<file path="config.mk">
export PLATFORM = sky130hd
export DESIGN_NAME = adc_trimmed_and_moving_average
export DESIGN_NICKNAME = d
export VERILOG_FILES = /design/src/sv/tamav_pkg.sv /design/src/sv/tamav_front.sv /design/src/sv/tamav_ring.sv /design/src/sv/tamav_div.sv /design/src/sv/adc_trimmed_and_moving_average.sv
export SDC_FILE = /design/constraint.sdc
export NUM_CORES = 1
export LEC_CHECK = 0
export ABC_AREA = 1
export CAP_MARGIN = 40
export CELL_PAD_IN_SITES_DETAIL_PLACEMENT = 2
export CELL_PAD_IN_SITES_GLOBAL_PLACEMENT = 2
export CORE_MARGIN = 5
export CORE_UTILIZATION = 42
export DETAILED_ROUTE_END_ITERATION = 7
export DONT_BUFFER_PORTS = 1
export MAX_ROUTING_LAYER = met4
export PLACE_DENSITY_LB_ADDON = 0.25
export SLEW_MARGIN = 10
export SYNTH_ARGS = -nofsm -noshare
export SYNTH_HDL_FRONTEND = slang
export SYNTH_HIERARCHICAL = 1
export SYNTH_SLANG_ARGS = --single-unit
</file>
<file path="constraint.sdc">
create_clock -name aclk -period 6.2 [get_ports aclk]
set_input_delay 0.62 -clock aclk [delete_from_list [all_inputs] [get_ports aclk]]
set_output_delay 0.62 -clock aclk [all_outputs]
set_load 0.05 [all_outputs]
</file>
<file path="src/sv/tamav_pkg.sv">
// Shared types, constants and width helpers for the trimmed-mean and
// moving-average filter. No dependencies.
package tamav_pkg;

    localparam int SAMPLE_W         = 12;
    localparam int FRAME_LEN        = 20;
    localparam int FRAME_SKIP       = 2;
    localparam int TRIM_SHIFT       = 4;
    localparam int SUM_W            = 17;
    localparam int POS_W            = 5;
    localparam int WINDOW_DEPTH_DEF = 20;
    localparam int BLOCK_LENGTH_DEF = 10;

    typedef enum logic {
        KIND_TEMP = 1'b0,
        KIND_ADJ  = 1'b1
    } kind_t;

    typedef struct packed {
        logic  valid;
        kind_t kind;
    } item_tag_t;

    typedef struct packed {
        logic [SAMPLE_W-1:0] maxv;
        logic [SAMPLE_W-1:0] minv;
    } trim_t;

    // Width of the value carried between stages: frame sum, window total
    // or block total, whichever is widest.
    function automatic int data_width(input int depth, input int blen);
        int w;
        w = SUM_W;
        if (SAMPLE_W + $clog2(depth) > w) w = SAMPLE_W + $clog2(depth);
        if (SAMPLE_W + $clog2(blen) > w) w = SAMPLE_W + $clog2(blen);
        return w;
    endfunction

endpackage

</file>
<file path="src/sv/tamav_front.sv">
// Input stage: frame sum/max/min tracking for temperature items and block
// totals for adjust items. Depends on tamav_pkg.
module tamav_front import tamav_pkg::*; #(
    parameter int WINDOW_DEPTH = WINDOW_DEPTH_DEF,
    parameter int BLOCK_LENGTH = BLOCK_LENGTH_DEF
) (
    input  logic                aclk,
    input  logic                aresetn,
    input  logic                s_valid,
    output logic                s_ready,
    input  logic                s_channel,
    input  logic [SAMPLE_W-1:0] s_sample,
    output item_tag_t           f_tag,
    input  logic                f_ready,
    output logic [data_width(WINDOW_DEPTH, BLOCK_LENGTH)-1:0] f_sum,
    output trim_t               f_trim
);

    localparam int DATA_W = data_width(WINDOW_DEPTH, BLOCK_LENGTH);
    localparam int BPOS_W = $clog2(BLOCK_LENGTH);
    localparam int BT_W   = SAMPLE_W + $clog2(BLOCK_LENGTH);

    logic [POS_W-1:0]    frame_pos_reg;
    logic [SUM_W-1:0]    frame_sum_reg;
    logic [SAMPLE_W-1:0] frame_max_reg;
    logic [SAMPLE_W-1:0] frame_min_reg;
    logic [BPOS_W-1:0]   blk_pos_reg;
    logic [BT_W-1:0]     blk_tot_reg;
    item_tag_t           s1_tag_reg;
    logic [DATA_W-1:0]   s1_sum_reg;
    trim_t               s1_trim_reg;

    logic                accept;
    logic                is_adj;
    logic                first_kept;
    logic                kept;
    logic                frame_end;
    logic                blk_end;
    logic                emit;
    logic [SUM_W-1:0]    sum_next;
    logic [SAMPLE_W-1:0] max_next;
    logic [SAMPLE_W-1:0] min_next;
    logic [BT_W-1:0]     blk_next;

    assign s_ready    = !s1_tag_reg.valid || f_ready;
    assign accept     = s_valid && s_ready;
    assign is_adj     = (kind_t'(s_channel) == KIND_ADJ);
    assign first_kept = (frame_pos_reg == POS_W'(FRAME_SKIP));
    assign kept       = (frame_pos_reg >= POS_W'(FRAME_SKIP));
    assign frame_end  = (frame_pos_reg == POS_W'(FRAME_LEN - 1));
    assign blk_end    = (blk_pos_reg == BPOS_W'(BLOCK_LENGTH - 1));
    assign emit       = accept && (is_adj ? blk_end : frame_end);

    // First kept sample of a frame restarts sum, max and min.
    assign sum_next = (first_kept ? '0 : frame_sum_reg) + SUM_W'(s_sample);
    assign max_next = (first_kept || s_sample > frame_max_reg) ? s_sample : frame_max_reg;
    assign min_next = (first_kept || s_sample < frame_min_reg) ? s_sample : frame_min_reg;
    assign blk_next = ((blk_pos_reg == '0) ? '0 : blk_tot_reg) + BT_W'(s_sample);

    always_ff @(posedge aclk) begin
        if (!aresetn) begin
            frame_pos_reg <= '0;
            blk_pos_reg   <= '0;
            s1_tag_reg    <= '0;
        end else begin
            if (accept && !is_adj) begin
                frame_pos_reg <= frame_end ? '0 : frame_pos_reg + POS_W'(1);
            end
            if (accept && is_adj) begin
                blk_pos_reg <= blk_end ? '0 : blk_pos_reg + BPOS_W'(1);
            end
            if (s_ready) begin
                s1_tag_reg.valid <= emit;
                s1_tag_reg.kind  <= kind_t'(s_channel);
            end
        end
    end

    always_ff @(posedge aclk) begin
        if (accept && !is_adj && kept) begin
            frame_sum_reg <= sum_next;
            frame_max_reg <= max_next;
            frame_min_reg <= min_next;
        end
        if (accept && is_adj) begin
            blk_tot_reg <= blk_next;
        end
        if (emit) begin
            s1_sum_reg       <= is_adj ? DATA_W'(blk_next) : DATA_W'(sum_next);
            s1_trim_reg.maxv <= max_next;
            s1_trim_reg.minv <= min_next;
        end
    end

    assign f_tag  = s1_tag_reg;
    assign f_sum  = s1_sum_reg;
    assign f_trim = s1_trim_reg;

endmodule

</file>
<file path="src/sv/tamav_ring.sv">
// Trim stage and moving-average ring: the ring entries live in a
// synchronous memory, the running total in a register. Depends on tamav_pkg.
module tamav_ring import tamav_pkg::*; #(
    parameter int WINDOW_DEPTH = WINDOW_DEPTH_DEF,
    parameter int BLOCK_LENGTH = BLOCK_LENGTH_DEF
) (
    input  logic      aclk,
    input  logic      aresetn,
    input  item_tag_t f_tag,
    output logic      f_ready,
    input  logic [data_width(WINDOW_DEPTH, BLOCK_LENGTH)-1:0] f_sum,
    input  trim_t     f_trim,
    output item_tag_t r_tag,
    input  logic      r_ready,
    output logic [data_width(WINDOW_DEPTH, BLOCK_LENGTH)-1:0] r_val
);

    localparam int DATA_W = data_width(WINDOW_DEPTH, BLOCK_LENGTH);
    localparam int PTR_W  = $clog2(WINDOW_DEPTH);
    localparam int TOT_W  = SAMPLE_W + $clog2(WINDOW_DEPTH);

    logic [SAMPLE_W-1:0] win_mem [WINDOW_DEPTH];
    logic [SAMPLE_W-1:0] rd_data_reg;
    logic                rd_ok_reg;
    logic [PTR_W-1:0]    ptr_reg;
    logic                primed_reg;
    logic                first_lap_reg;
    logic [SAMPLE_W-1:0] first_val_reg;
    logic [TOT_W-1:0]    total_reg;
    item_tag_t           s2_tag_reg;
    logic [DATA_W-1:0]   s2_val_reg;
    item_tag_t           s3_tag_reg;
    logic [DATA_W-1:0]   s3_val_reg;

    logic [SUM_W-1:0]    diff;
    logic [SAMPLE_W-1:0] trimmed;
    logic                s2_temp;
    logic                hold;
    logic                s3_en;
    logic                take;
    logic                s2_en;
    logic                win_wr;
    logic                wrap;
    logic [SAMPLE_W-1:0] v;
    logic [SAMPLE_W-1:0] old;
    logic [TOT_W-1:0]    total_next;

    assign diff    = f_sum[SUM_W-1:0] - SUM_W'(f_trim.maxv) - SUM_W'(f_trim.minv);
    assign trimmed = diff[TRIM_SHIFT +: SAMPLE_W];

    // The memory read of the new slot is registered and lands in the cycle after
    // a ring write; hold a following frame result until then.
    assign s2_temp = s2_tag_reg.valid && (s2_tag_reg.kind == KIND_TEMP);
    assign hold    = s2_temp && !rd_ok_reg;
    assign s3_en   = !s3_tag_reg.valid || r_ready;
    assign take    = s3_en && !hold;
    assign s2_en   = !s2_tag_reg.valid || take;
    assign f_ready = s2_en;
    assign win_wr  = take && s2_temp;
    assign wrap    = (ptr_reg == PTR_W'(WINDOW_DEPTH - 1));

    assign v   = s2_val_reg[SAMPLE_W-1:0];
    // Slots not yet overwritten since priming read as the first value.
    assign old = first_lap_reg ? first_val_reg : rd_data_reg;
    assign total_next = primed_reg ? total_reg - TOT_W'(old) + TOT_W'(v)
                                   : TOT_W'(v) * TOT_W'(WINDOW_DEPTH);

    always_ff @(posedge aclk) begin
        if (win_wr) begin
            win_mem[ptr_reg] <= v;
        end
        rd_data_reg <= win_mem[ptr_reg];
    end

    always_ff @(posedge aclk) begin
        if (!aresetn) begin
            rd_ok_reg     <= 1'b0;
            ptr_reg       <= '0;
            primed_reg    <= 1'b0;
            first_lap_reg <= 1'b0;
            s2_tag_reg    <= '0;
            s3_tag_reg    <= '0;
        end else begin
            rd_ok_reg <= !win_wr;
            if (win_wr) begin
                ptr_reg    <= wrap ? '0 : ptr_reg + PTR_W'(1);
                primed_reg <= 1'b1;
                if (!primed_reg) begin
                    first_lap_reg <= 1'b1;
                end else if (wrap) begin
                    first_lap_reg <= 1'b0;
                end
            end
            if (s2_en) begin
                s2_tag_reg <= f_tag;
            end
            if (s3_en) begin
                s3_tag_reg.valid <= s2_tag_reg.valid && !hold;
                s3_tag_reg.kind  <= s2_tag_reg.kind;
            end
        end
    end

    always_ff @(posedge aclk) begin
        if (win_wr) begin
            total_reg <= total_next;
            if (!primed_reg) begin
                first_val_reg <= v;
            end
        end
        if (s2_en && f_tag.valid) begin
            s2_val_reg <= (f_tag.kind == KIND_ADJ) ? f_sum : DATA_W'(trimmed);
        end
        if (take && s2_tag_reg.valid) begin
            s3_val_reg <= s2_temp ? DATA_W'(total_next) : s2_val_reg;
        end
    end

    assign r_tag = s3_tag_reg;
    assign r_val = s3_val_reg;

endmodule

</file>
<file path="src/sv/tamav_div.sv">
// Constant division of window and block totals by reciprocal multiply,
// plus the output register. Depends on tamav_pkg.
module tamav_div import tamav_pkg::*; #(
    parameter int WINDOW_DEPTH = WINDOW_DEPTH_DEF,
    parameter int BLOCK_LENGTH = BLOCK_LENGTH_DEF
) (
    input  logic                aclk,
    input  logic                aresetn,
    input  item_tag_t           r_tag,
    output logic                r_ready,
    input  logic [data_width(WINDOW_DEPTH, BLOCK_LENGTH)-1:0] r_val,
    output logic                m_valid,
    input  logic                m_ready,
    output logic                m_result_kind,
    output logic [SAMPLE_W-1:0] m_filtered_value
);

    localparam int DATA_W = data_width(WINDOW_DEPTH, BLOCK_LENGTH);
    localparam int WIN_N  = SAMPLE_W + $clog2(WINDOW_DEPTH);
    localparam int WIN_SH = WIN_N + $clog2(WINDOW_DEPTH);
    localparam int BLK_N  = SAMPLE_W + $clog2(BLOCK_LENGTH);
    localparam int BLK_SH = BLK_N + $clog2(BLOCK_LENGTH);
    localparam int RCP_W  = DATA_W + 2;
    localparam int PROD_W = DATA_W + RCP_W;
    // ceil(2^SH / D) gives an exact floor quotient for every total in range
    localparam logic [63:0] WIN_RCP =
        ((64'd1 << WIN_SH) + 64'(WINDOW_DEPTH) - 64'd1) / 64'(WINDOW_DEPTH);
    localparam logic [63:0] BLK_RCP =
        ((64'd1 << BLK_SH) + 64'(BLOCK_LENGTH) - 64'd1) / 64'(BLOCK_LENGTH);

    item_tag_t           s4_tag_reg;
    logic [PROD_W-1:0]   s4_prod_reg;
    logic                m_valid_reg;
    logic                m_kind_reg;
    logic [SAMPLE_W-1:0] m_value_reg;

    logic                out_en;
    logic                s4_en;
    logic [RCP_W-1:0]    rcp;
    logic [PROD_W-1:0]   prod;
    logic [PROD_W-1:0]   quot;

    assign out_en  = !m_valid_reg || m_ready;
    assign s4_en   = !s4_tag_reg.valid || out_en;
    assign r_ready = s4_en;

    assign rcp  = (r_tag.kind == KIND_ADJ) ? BLK_RCP[RCP_W-1:0] : WIN_RCP[RCP_W-1:0];
    assign prod = PROD_W'(r_val) * PROD_W'(rcp);
    assign quot = (s4_tag_reg.kind == KIND_ADJ) ? (s4_prod_reg >> BLK_SH)
                                                : (s4_prod_reg >> WIN_SH);

    always_ff @(posedge aclk) begin
        if (!aresetn) begin
            s4_tag_reg  <= '0;
            m_valid_reg <= 1'b0;
        end else begin
            if (s4_en) begin
                s4_tag_reg <= r_tag;
            end
            if (out_en) begin
                m_valid_reg <= s4_tag_reg.valid;
            end
        end
    end

    always_ff @(posedge aclk) begin
        if (s4_en && r_tag.valid) begin
            s4_prod_reg <= prod;
        end
        if (out_en && s4_tag_reg.valid) begin
            m_kind_reg  <= s4_tag_reg.kind;
            m_value_reg <= quot[SAMPLE_W-1:0];
        end
    end

    assign m_valid          = m_valid_reg;
    assign m_result_kind    = m_kind_reg;
    assign m_filtered_value = m_value_reg;

endmodule

</file>
<file path="src/sv/adc_trimmed_and_moving_average.sv">
// Top level of the trimmed-mean and moving-average filter.
// Depends on tamav_pkg, tamav_front, tamav_ring and tamav_div.
//
//   channel | direction | handshake          | payload
//   --------+-----------+--------------------+----------------------------------
//   s_      | in        | s_valid / s_ready  | s_channel, s_sample[11:0]
//   m_      | out       | m_valid / m_ready  | m_result_kind, m_filtered_value[11:0]
//
// One item per cycle in while s_ready is high; a result for the item that
// completes a frame or block leaves through a five-register pipeline.
// The ring memory read is registered: a frame result that directly
// follows another into the ring update stage waits for the new slot's read.
// Reset is synchronous on aresetn; the ring needs no clearing pass, since
// the first trimmed value stands in for every slot not yet written.
// Each stage holds while the next is full and stalled or, in the ring update
// stage, waits for that read; s_ready drops only when results back up to the input register.
module adc_trimmed_and_moving_average import tamav_pkg::*; #(
    parameter int WINDOW_DEPTH = WINDOW_DEPTH_DEF,
    parameter int BLOCK_LENGTH = BLOCK_LENGTH_DEF
) (
    input  logic                aclk,
    input  logic                aresetn,
    input  logic                s_valid,
    output logic                s_ready,
    input  logic                s_channel,
    input  logic [SAMPLE_W-1:0] s_sample,
    output logic                m_valid,
    input  logic                m_ready,
    output logic                m_result_kind,
    output logic [SAMPLE_W-1:0] m_filtered_value
);

    localparam int DATA_W = data_width(WINDOW_DEPTH, BLOCK_LENGTH);

    item_tag_t         f_tag;
    logic              f_ready;
    logic [DATA_W-1:0] f_sum;
    trim_t             f_trim;
    item_tag_t         r_tag;
    logic              r_ready;
    logic [DATA_W-1:0] r_val;

    tamav_front #(
        .WINDOW_DEPTH(WINDOW_DEPTH),
        .BLOCK_LENGTH(BLOCK_LENGTH)
    ) u_front (
        .aclk      (aclk),
        .aresetn   (aresetn),
        .s_valid   (s_valid),
        .s_ready   (s_ready),
        .s_channel (s_channel),
        .s_sample  (s_sample),
        .f_tag     (f_tag),
        .f_ready   (f_ready),
        .f_sum     (f_sum),
        .f_trim    (f_trim)
    );

    tamav_ring #(
        .WINDOW_DEPTH(WINDOW_DEPTH),
        .BLOCK_LENGTH(BLOCK_LENGTH)
    ) u_ring (
        .aclk    (aclk),
        .aresetn (aresetn),
        .f_tag   (f_tag),
        .f_ready (f_ready),
        .f_sum   (f_sum),
        .f_trim  (f_trim),
        .r_tag   (r_tag),
        .r_ready (r_ready),
        .r_val   (r_val)
    );

    tamav_div #(
        .WINDOW_DEPTH(WINDOW_DEPTH),
        .BLOCK_LENGTH(BLOCK_LENGTH)
    ) u_div (
        .aclk             (aclk),
        .aresetn          (aresetn),
        .r_tag            (r_tag),
        .r_ready          (r_ready),
        .r_val            (r_val),
        .m_valid          (m_valid),
        .m_ready          (m_ready),
        .m_result_kind    (m_result_kind),
        .m_filtered_value (m_filtered_value)
    );

endmodule

</file>
### Yosys cells after proc, flatten, opt, wreduce, memory -nomap -nowiden

Memory sizes are Yosys's and may differ from the RTL's. A register that Yosys moved wholly into a read port is not among the register bits.
Index checks and enable logic that the tools add are counted.

* reductions and logical operators: 33
* $mul: 2
* $lt $le $gt $ge: 3
* multiplexer cells: 19
* eq/ne operators: 5
* bitwise logic cells: 2
* add/sub/neg operators: 9

Operator list (number)
* 2-to-1 mux 12 bit: 5
* 2-to-1 mux 17 bit: 3
* adder 17 x 12 -> 17 bit: 2
* multiplier 17 x 18 -> 34 bit: 1
* 2-to-1 mux 16 bit: 2
* subtractor 16 x 12 -> 16 bit: 2
* 2-to-1 mux 18 bit: 1
* subtractor 17 x 12 -> 17 bit: 1
* adder 16 x 12 -> 16 bit: 1
* multiplier 12 x 3 -> 15 bit (second input constant): 1
* logical AND 1 bit: 14
* greater-than comparator 12 bit: 1
* less-than comparator 12 bit: 1
* adder 5 x 1 -> 5 bit (second input constant): 2
* equality test 5 bit (second input constant): 2
* 2-to-1 mux 5 bit: 2
* zero test 1 bit: 9
* logical OR 1 bit: 7
* equality test 5 x 2 -> 1 bit (second input constant): 1
* >= comparator 5 x 2 -> 1 bit (second input constant): 1
* 2-to-1 mux 1 bit: 5
* adder 4 x 1 -> 4 bit (second input constant): 1
* equality test 4 bit (second input constant): 1
* zero test 4 bit: 1
* other kinds (4): 6

* register bits after elaboration: 234
* bits in writable memories: 240
* output and inout bits: 15
* word-level logic and storage cells: 105
* input port bits: 17
* memories kept: 1

Memory list
* u_ring.win_mem: depth 20, bits a word 12, read ports 1, clocked after Yosys merged registers in 1, wr ports 1, line tamav_ring.sv:22 `logic [SAMPLE_W-1:0] win_mem [WINDOW_DEPTH];`

### Logic depth before layout (Yosys ltp)

* word-level depth: 10
* mapped depth: 27
* depth with buffers taken out: 25

### Modules after synthesis

Netlist, hierarchy kept.

Modules (own cells, without submodules)
* tamav_ring: area an instance 15763.9 sq um, times used 1, sequential area each 9579.2 sq um, cells an instance 1548
* tamav_div: area an instance 7770.0 sq um, times used 1, sequential area each 870.8 sq um, cells an instance 1016
* tamav_front: area an instance 6545.0 sq um, times used 1, sequential area each 3163.0 sq um, cells an instance 774

### Worst setup path before layout

OpenSTA, ideal clock, no wires.

* kind: register -> register
* from: register u_ring.s3_tag_reg, in the netlist u_ring/r_tag[0]
* to: register u_div.s4_prod_reg[33] (data pin)
* setup time: 0.252 ns
* path slack: 0.779 ns
* clock period less this slack: 5.421 ns
* buffers on the path: 2
* cell stages (with the launch flop): 26
* data arrival time: 5.169 ns
* data required time: 5.948 ns
* cell sequence: dfxtp_1 > buf_2 > clkbuf_1 > nand2_1 > inv_1 > fa_1 > fa_1 > inv_1 > fa_1 > inv_1 > fa_1 > fa_1 > inv_1 > fa_1 > inv_1 > ha_1 > nand2_1 > inv_1 > nand2_1 > nand2_1 > nand2_1 > nand2_1 > a21oi_1 > nand2_1 > nand2_1 > nand2_1

* cells in the longest elaborated chain, start to end: 2

RTL lines
* start, declared: line tamav_ring.sv:32 `item_tag_t s3_tag_reg;`
* 2-to-1 mux 18 bit: line tamav_div.sv:47 `assign rcp = (r_tag.kind == KIND_ADJ) ? BLK_RCP[RCP_W-1:0] : WIN_RCP[RCP_W-1:0];`
* multiplier 17 x 18 -> 34 bit: line tamav_div.sv:48 `assign prod = PROD_W'(r_val) * PROD_W'(rcp);`
* net u_div.prod[33]: line tamav_div.sv:40 `logic [PROD_W-1:0] prod;`
* end signal, assigned: line tamav_div.sv:68 `s4_prod_reg <= prod;`
* end, declared: line tamav_div.sv:32 `logic [PROD_W-1:0] s4_prod_reg;`

The timed path passes the listed nets, and every way through them passes these cells.
A chain may end at the register's enable or synchronous reset.

### Worst setup path in the final report

Ends and elaborated chain as after synthesis.

==> results.txt <==
Required arrival time at the worst endpoint - 6.54 ns
Total wire length - 106000 um
Synth area leader - sky130_fd_sc_hd__edfxtp_1
Fin cells - 4365
Die boundary height - 278 um
Final sum of negative setup slack - 0 ns
Part of the Yosys area used for sequential elements - 0.453
Max Fclk - 168 MHz
Clock-pin slew on the worst setup and hold paths - 0.06 ns
Largest cells by area after synthesis - sky130_fd_sc_hd__edfxtp_1 43%, sky130_fd_sc_hd__nand2_1 10%, sky130_fd_sc_hd__fa_1 9.8%, sky130_fd_sc_hd__ha_1 9.1%, sky130_fd_sc_hd__inv_1 7.8%
Die width - 278 um
Detail Route Antenna Nets - 0
Fin crit share - 0.959
Portion of total power attributed to sequential cells - 0.404
Largest net degree at the start of global routing - 82
Seq. cell area - 13600 um^2
Kind of critical path - reg -> reg
Measured slew at the worst slew-check pin - 0.919 ns
Max reg flops - 240
Count of flip-flops with a built-in enable after synthesis - 428
Switch share - 0.317
Final setup skew - 0.0590 ns
Count of cell types in the netlist - 47
Effective utilization at floorplan - 0.422
Final Net Count - 3753
Fraction of synthesis flops using an asynchronous set or reset pin - 0
Status - complete, no violations
CP Capture Type - flop
Via count of the routed design - 23729
Post-synth top area share - 0.427
Overall die area - 77100 um^2
Hold Vio Cnt, Final - 0
Register with the most flip-flops - u_ring/win_mem
Wirelength per Cell - 24.4 um
Number of core rows - 98
Number of clock buffers inserted by TritonCTS - 53
Power consumption - 8620 uW
Total congestion overflow after global routing - 0
Port Buf Inserts - 0
Highest fanout seen on the critical path - 36
Switching power - 2740 uW
Source-to-sink clock delay at the later pin of the worst-skew pair - 0.64 ns
Max-capacitance violation count - 0
Sinks on Clock Net - 466
Worst hold slack - 0.131 ns
Signed area change from the synthesized netlist to the final layout - 9.86%
Clock period minus final worst setup slack - 5.95 ns
Ratio of total power to cell area - 261 nW/um^2
Buffers from clock root to sink, at most - 3
Clk network pwr share - 0.365
Synthesis warning total - 6
Most common flop cell mapped by yosys - sky130_fd_sc_hd__edfxtp_1
Post-place instance area - 31300 um^2
Final Max Slew Viols - 0
Filler Cell Count - 7753
Flops & latches, synth - 466
Count of buffers added by post-CTS timing repair for setup - 0
Count of mapped cells out of synthesis - 3338
Antenna violations before repair - 4
Critical Path Source Type - flop
Post-DP HPWL - 80100 um
DRC errors left - 0
Standby leakage power - 0.0153 uW
Min-Delay Path Class - in -> reg
First-pass DRT Iterations - 5
Combined area of all synthesized cells - 30100 um^2
Unrepaired setup endpoints after global routing - no
Synthesized area per cell - 9.01 um^2
Level count of the clock H-tree - 2
Finish-stage setup viols - 0
Final design area excluding fillers - 33000 um^2
Internal power of the cells - 5890 uW
All-layer global routing usage - 0.280
Clk Tree Root Cell - sky130_fd_sc_hd__clkbuf_16
Commonest non-fill, non-tap cell in the layout - sky130_fd_sc_hd__nand2_1
Clock tree from TritonCTS - done
Floorplan Core Area - 71200 um^2
Relative slew slack - 0.386
Hold-fix buffers, CTS - 0
Vias per std cell - 5.44
Top-level I/O count - 32
Commonest cells after routing, fill and taps aside - 803 x sky130_fd_sc_hd__nand2_1, 629 x sky130_fd_sc_hd__inv_1, 428 x sky130_fd_sc_hd__edfxtp_1
Maximum resistive drop on vdd - 0.000203 V
Global-route wire length before repair - 163000 um
Ratio of cells with drive above 1 in the final layout - 0.0478
Number of DRC violations after detailed-routing iteration 0 - 1446
Number of global-route vias before repair - 27249
Combined area of the multi-input logic cells - 13700 um^2
Placed cell count - 4264
Arrival time at the worst endpoint - 6.29 ns
Gp weighted congestion - 0.912
Combinational fraction of design power - 0.231
## per-stage QoR
| stage | setup slack (ns) | util |
|---|---|---|
| CTS | 0.122 | 0.463 |
| global route | 0.00957 | 0.464 |
| finish | 0.252 | 0.464 |
| detailed placement | 0.126 | 0.440 |
| floorplan | 0.779 | - |
| global placement | 0.592 | 0.438 |
## Yosys cell counts (4+ instances only)
cell,n
sky130_fd_sc_hd__nand2_1,803
sky130_fd_sc_hd__inv_1,629
sky130_fd_sc_hd__edfxtp_1,428
sky130_fd_sc_hd__nor2_1,307
sky130_fd_sc_hd__ha_1,219
sky130_fd_sc_hd__o21ai_0,177
sky130_fd_sc_hd__nand3_1,159
sky130_fd_sc_hd__fa_1,147
sky130_fd_sc_hd__a21oi_1,103
sky130_fd_sc_hd__o22ai_1,63
sky130_fd_sc_hd__clkbuf_1,51
sky130_fd_sc_hd__dfxtp_1,38
sky130_fd_sc_hd__nand3b_1,23
sky130_fd_sc_hd__nand4_1,22
sky130_fd_sc_hd__buf_2,21
sky130_fd_sc_hd__nor3_1,21
sky130_fd_sc_hd__xor2_1,20
sky130_fd_sc_hd__and2_1,12
sky130_fd_sc_hd__o21ai_1,10
sky130_fd_sc_hd__xnor2_1,9
sky130_fd_sc_hd__inv_2,8
sky130_fd_sc_hd__o21bai_1,8
sky130_fd_sc_hd__nand2_2,6
sky130_fd_sc_hd__nor2_2,6
sky130_fd_sc_hd__o21a_1,5
sky130_fd_sc_hd__or2_2,5
sky130_fd_sc_hd__a31oi_1,4
sky130_fd_sc_hd__buf_4,4
sky130_fd_sc_hd__buf_6,4
sky130_fd_sc_hd__nor3_2,4
## worst max-delay path, stage by stage (launching register included)
cell and delay, ns:
sky130_fd_sc_hd__dfxtp_1 0.39, sky130_fd_sc_hd__buf_12 0.22, sky130_fd_sc_hd__nand2_1 0.09, sky130_fd_sc_hd__inv_1 0.08, sky130_fd_sc_hd__fa_1 0.47, sky130_fd_sc_hd__fa_1 0.57, sky130_fd_sc_hd__inv_1 0.13, sky130_fd_sc_hd__fa_1 0.58
sky130_fd_sc_hd__inv_1 0.07, sky130_fd_sc_hd__fa_1 0.53, sky130_fd_sc_hd__fa_1 0.60, sky130_fd_sc_hd__inv_1 0.07, sky130_fd_sc_hd__fa_1 0.54, sky130_fd_sc_hd__inv_1 0.06, sky130_fd_sc_hd__ha_1 0.35, sky130_fd_sc_hd__nand2_1 0.15
sky130_fd_sc_hd__inv_1 0.11, sky130_fd_sc_hd__nand2_1 0.08, sky130_fd_sc_hd__nand2_1 0.08, sky130_fd_sc_hd__a21oi_1 0.12, sky130_fd_sc_hd__nand2_1 0.11, sky130_fd_sc_hd__nand2_1 0.10, sky130_fd_sc_hd__nand2_1 0.07, sky130_fd_sc_hd__nand2_1 0.07
sky130_fd_sc_hd__nand2_1 0.06
## worst paths after layout
path	from	to	slack [ns]	depth (start not counted)
min	aresetn	u_ring/rd_ok_reg	0.13	2
min reg2reg	u_div/s4_tag_reg[1]	u_div/m_valid	0.50	2
max	u_ring/r_tag[0]	u_div/s4_prod_reg[33]	0.25	24
max reg2reg	u_ring/r_tag[0]	u_div/s4_prod_reg[33]	0.25	24
## logic make-up after synthesis
kind of cell | synth area share
AO/OA/AOI/OAI | 0.0673
XOR/XNOR | 0.00844
adder cells (fa/ha/maj) | 0.189
buffers and inverters | 0.0926
flip-flops | 0.453
multiplexers | 0.000749
other | 0.000250
AND/OR/NAND/NOR | 0.189
## power groups by stage
stage | Sequential (uW) | Clock (uW) | Combinational [uW]
global placement | 3550 | 0 | 1810
finish | 3490 | 3140 | 1990
floorplan | 3550 | 0 | 1330
CTS | 3490 | 3200 | 2000
global route | 3490 | 3350 | 2230
detailed placement | 3550 | 0 | 1980
## routing by layer
metal  part of all wire  vias up  global-route usage
li1                   -    10799                   -
met1               0.40    12125               0.326
met2               0.52      568               0.498
met3              0.039      237              0.0324
met4              0.043        0               0.106
met5                  0        -                   -
## timing repair
action                                 in CTS  in global routing
endpoints found under the hold margin       0                  0
resized for setup                           0                  3
setup endpoints to repair                   0                 10
## layout make-up
cell class | instances | area share
Timing Repair Buffer | 48 | 0.0120
Clock buffer | 73 | 0.0433
Tap cell | 950 | 0.0360
Antenna cell | 2 | 0.000151
Clock inverter | 25 | 0.00822
Inverter | 640 | 0.0730
Multi-Input combinational cell | 2161 | 0.415
Sequential cell | 466 | 0.412
(Power assumes the default switching activity.)
